[src/design/rpc_pkg.sv]
`timescale 1ns / 1ps
`default_nettype none
package rpc_pkg;

  localparam int ROW_W  = 32;
  localparam int SIZE_W = 6;
  localparam int DATA_W = 32;
  localparam int ADDR_W = 3;

  localparam logic REG_MATRIX_SIZE = 1'b0;

  localparam logic [SIZE_W-1:0] SIZE_RESET = 6'd32;

  typedef struct packed {
    logic refl_fail;
    logic sym_fail;
    logic anti_fail;
    logic trans_fail;
  } lane_flags_t;

  typedef struct packed {
    logic valid;
    logic first;
    logic last;
  } check_ctl_t;

endpackage
`default_nettype wire

[src/design/rpc_merge.sv]
`timescale 1ns / 1ps
`default_nettype none
module rpc_merge #(
  parameter int NUM_LANES = 32
) (
  input  wire logic                 clk,
  input  wire logic                 rst,
  input  wire rpc_pkg::check_ctl_t  ctl,
  input  wire rpc_pkg::lane_flags_t lane_flags [NUM_LANES],
  output logic                      done,
  output logic                      reflexive,
  output logic                      symmetric,
  output logic                      antisymmetric,
  output logic                      transitive
);
  import rpc_pkg::*;

  lane_flags_t any_fail;
  lane_flags_t fail_acc;
  lane_flags_t fail_acc_next;
  lane_flags_t result;

  always_comb begin
    any_fail = '0;
    for (int l = 0; l < NUM_LANES; l++) begin
      any_fail = lane_flags_t'(any_fail | lane_flags[l]);
    end
    fail_acc_next = lane_flags_t'((ctl.first ? lane_flags_t'('0) : fail_acc) | any_fail);
  end

  always_ff @(posedge clk) begin
    if (ctl.valid) begin
      fail_acc <= fail_acc_next;
    end
    if (ctl.valid && ctl.last) begin
      result <= fail_acc_next;
    end
  end

  always_ff @(posedge clk) begin
    if (rst) begin
      done <= 1'b0;
    end else begin
      done <= ctl.valid && ctl.last;
    end
  end

  assign reflexive     = !result.refl_fail;
  assign symmetric     = !result.sym_fail;
  assign antisymmetric = !result.anti_fail;
  assign transitive    = !result.trans_fail;

endmodule
`default_nettype wire

[config.mk]
export PLATFORM = sky130hd
export DESIGN_NAME = rpc_merge
export DESIGN_NICKNAME = d
export VERILOG_FILES = /design/src/design/rpc_pkg.sv /design/src/design/rpc_merge.sv
export SDC_FILE = /design/constraint.sdc
export NUM_CORES = 1
export LEC_CHECK = 0
export ABC_AREA = 1
export BUFFER_PORTS_ARGS = -buffer_cell sky130_fd_sc_hd__buf_2
export CORE_MARGIN = 1
export CORE_UTILIZATION = 29
export CTS_BUF_LIST = sky130_fd_sc_hd__clkbuf_2
export CTS_CLUSTER_DIAMETER = 40
export CTS_CLUSTER_SIZE = 28
export DETAILED_ROUTE_END_ITERATION = 8
export PLACE_DENSITY = 0.88
export SLEW_MARGIN = 20
export SYNTH_ARGS = -nofsm -noshare
export SYNTH_HDL_FRONTEND = slang
export SYNTH_SLANG_ARGS = --single-unit
export TNS_END_PERCENT = 50
[constraint.sdc]
create_clock -name clk -period 2.5 [get_ports clk]
set_input_delay 0.5 -clock clk [delete_from_list [all_inputs] [get_ports clk]]
set_output_delay 0.5 -clock clk [all_outputs]
set_load 0.1 [all_outputs]
==> parameters.txt <==
Parameter                              Value

GRT
  Maximum number of pins on one net before global-route repair    6
  Number of antenna violations at the first check in global routing    0
  Met2 capacity usage during global routing    31.89%
  Most Used Layer, Global Route    met2
  Gr usage total    17.16%
  Total global routing overflow    0
  Wire length of the first global-routing pass    3594 µm
  Vias in the first global route    1069
  Met3 track demand over resource in global routing    7.345%
  GR met1 Demand/Resource    approximately 15%

Power and ir drop
  Peak supply drop    0.2478 mV
  Power per unit of standard cell area    between 200 and 300 nW/µm²
  Leakage component of the power    0.8438 nW

Detailed routing
  Post-route DRC violation count    0
  Wirelength, routed    2311 µm
  Number of vias in the routed layout    1262
  Per-cell routed wire length    7.503 µm
  Number of violations reported at the end of detailed-routing iteration 0    5
  Via-to-Cell Ratio    4.097
  DRT Pass-1 Iters    4
  Final antenna-violating net count    0

Critical path
  Stage delay of the slowest cell on the critical path    410 ps
  Worst-path cell chain    inv_1 > buf_2
  Critical path fanouts, max    1
  Category of the worst setup path launch point    register
  Endpoint kind of the worst setup timing path    output pin
  Slowest cell on crit path    sky130_fd_sc_hd__buf_2
  Critical path data arrival time    1060 ps
  Largest delay contributor family on the critical path    buffers and inverters
  WP data required    approximately 2000 ps
  CP Buf/Inv Count    2
  Critical path start-end classification    reg2out

Clocking
  Clk_lat worst skew    230 ps
  Cts repair resizes    0
  Total clock buffers created by CTS    3
  Post-CTS setup buffer count    0
  Worst-case clock buffer depth    2
  CTS root buf    sky130_fd_sc_hd__clkbuf_2
  Quantity of hold-fixing buffers added after cts    0
  CTS tree    built
  Number of sinks on the clock net    9
  Level count of the clock H-tree    1
  Clock-pin slew on the worst setup and hold paths    approximately 80 ps

Floorplanning
  Number of top-level pins    between 100 and 150
  DIE HEIGHT    53.72 µm
  Starting utilization of the core area    between 30% and 40%
  Core Region    2500 µm²
  Placement Rows    18
  Horizontal die dimension    approximately 54 µm
  Die outline area    2886 µm²

Finish
  Diodes inserted    0
  Filler Cell Count    276
  Net count reported at finish    between 400 and 500
  Area used by sequential logic in the layout    260.3 µm²
  Synthesis-to-finish area growth    95.81%
  Fraction of layout cells with a size suffix above 1    52.52%
  Footprint of the multi-input gates    493.0 µm²

Synth
  Seq/Total Area, Yosys    33.55%
  Most area-consuming cells after synthesis    sky130_fd_sc_hd__nor2_1 (39%), sky130_fd_sc_hd__edfxtp_1 (31%), sky130_fd_sc_hd__nand2_1 (16%)
  Post-Synth Simple-Gate Area    63.55%
  Seq cells post-synth    9
  Synthesized instance count    137
  Unique cell type count in the Yosys netlist    8
  Share of the synthesized area in compound gates (AO/OA/AOI/OAI)    0%
  Fraction of synthesized cell area in xor and xnor cells    0%
  Synth Area in Adders    0%
  Area share of the largest cell type after synthesis    39.19%
  Mapped cell area    775.7 µm²
  Share of synthesized flip-flops with an asynchronous set or reset    0%
  Yosys warning count    0
  Largest family of logic cells by synthesized area    simple AND/OR/NAND/NOR gates
  Post-Syn Nets    270
  Most frequent cell after synthesis    sky130_fd_sc_hd__nor2_1
  Number of enable flip-flop cells after synthesis    8
  Fraction of synthesized area in multiplexers    0%
  Leading area contributor after synthesis    sky130_fd_sc_hd__nor2_1
  Most used flip-flop cell after synthesis    sky130_fd_sc_hd__edfxtp_1
  Cell types with the highest counts after synthesis    sky130_fd_sc_hd__nor2_1 (81), sky130_fd_sc_hd__nand2_1 (33), sky130_fd_sc_hd__edfxtp_1 (8)
  Syn_area_per_cell    5.662 µm²

Timing
  Timing-limited maximum frequency    641.4 MHz
  Share of the clock period used by the worst path    a little over 60%
  Period minus WS final    1559 ps
  Final Max Tran Viols    0
  RSZ-0062 raised after global routing    false
  Worst slew margin    approximately 68%
  Setup Viol. Count Final    0
  Summed negative setup slack over all endpoints    0 ps
  Number of hold violations in the final report    0
  Setup Skew    6.783 ps
  Least-Margin Pin Slew    490.6 ps
  Worst hold slack    408.1 ps

Hold path
  Hold/Removal Path Class    in2reg

Placed design
  GP Congestion    0.7011
  Half-perimeter wire length of the detailed placement result    between 2000 and 2500 µm
  Total of buffers placed on input and output ports    approximately 140

Outcome
  Run status    completed

Run
  Max-cap violations    0
-- cells by family after synthesis --
logic type             after synthesis
AND/OR/NAND/NOR                    122
flip-flops                           9
buffers and inverters                6
-- per-layer routing --
metal	part of all wire, %	routed length [µm]
met5	0	0
met2	50	1148
met1	37	846
met3	13	290
met4	1.1	25
-- registers in the layout (all words and copies together) (netlist names) --
signal    cells
done          1
fail_acc      4
result        4
-- worst paths after layout --
check	startpoint	to	slack [ps]	depth (start not counted)
max	result[3]	reflexive	940	2
min	rst	done	410	2
max reg2reg	fail_acc[0]	result[0]	1580	4
min reg2reg	fail_acc[1]	result[1]	640	4
-- per-stage QoR --
stage / worst slack (ps) / instance area [µm²] / std cells / utilization, % / total power [mW]
2_1_floorplan: 1066 / 775.7 / 137 / - / 0.2124
3_3_place_gp: 1184 / 1499 / 304 / 59.96 / 0.3142
3_5_place_dp: 1175 / 1499 / 304 / 59.96 / 0.3161
4_1_cts: 910.3 / 1519 / 308 / 60.76 / 0.4067
5_1_grt: 871.3 / 1519 / 308 / 60.76 / 0.4357
6_report: 940.9 / 1519 / 308 / 60.76 / 0.3980
-- final cells by class --
class / instances / share of cell area (%)
Inverter: 6 / 1.483
Sequential cell: 9 / 17.13
Multi-Input combinational cell: 122 / 32.45
Tap cell: 30 / 2.471
Timing Repair Buffer: 137 / 45.14
Clock buffer: 4 / 1.318
-- power breakdown --
| group | switching (mW) | internal, mW |
|---|---|---|
| Sequential | 0.000292 | 0.164 |
| Combinational | 0.0588 | 0.0880 |
| Clock | 0.0442 | 0.0425 |
-- cells in the final DEF (no fill, tap or decap) --
master,n
sky130_fd_sc_hd__nor2_1,81
sky130_fd_sc_hd__nand2_1,33
sky130_fd_sc_hd__dfxtp_1,1
sky130_fd_sc_hd__inv_2,1
sky130_fd_sc_hd__nand3_2,4
sky130_fd_sc_hd__nand4_1,4
sky130_fd_sc_hd__buf_2,137
sky130_fd_sc_hd__edfxtp_1,8
sky130_fd_sc_hd__inv_1,5
sky130_fd_sc_hd__clkbuf_2,4
Note: power is estimated with default switching activity, not from simulation.
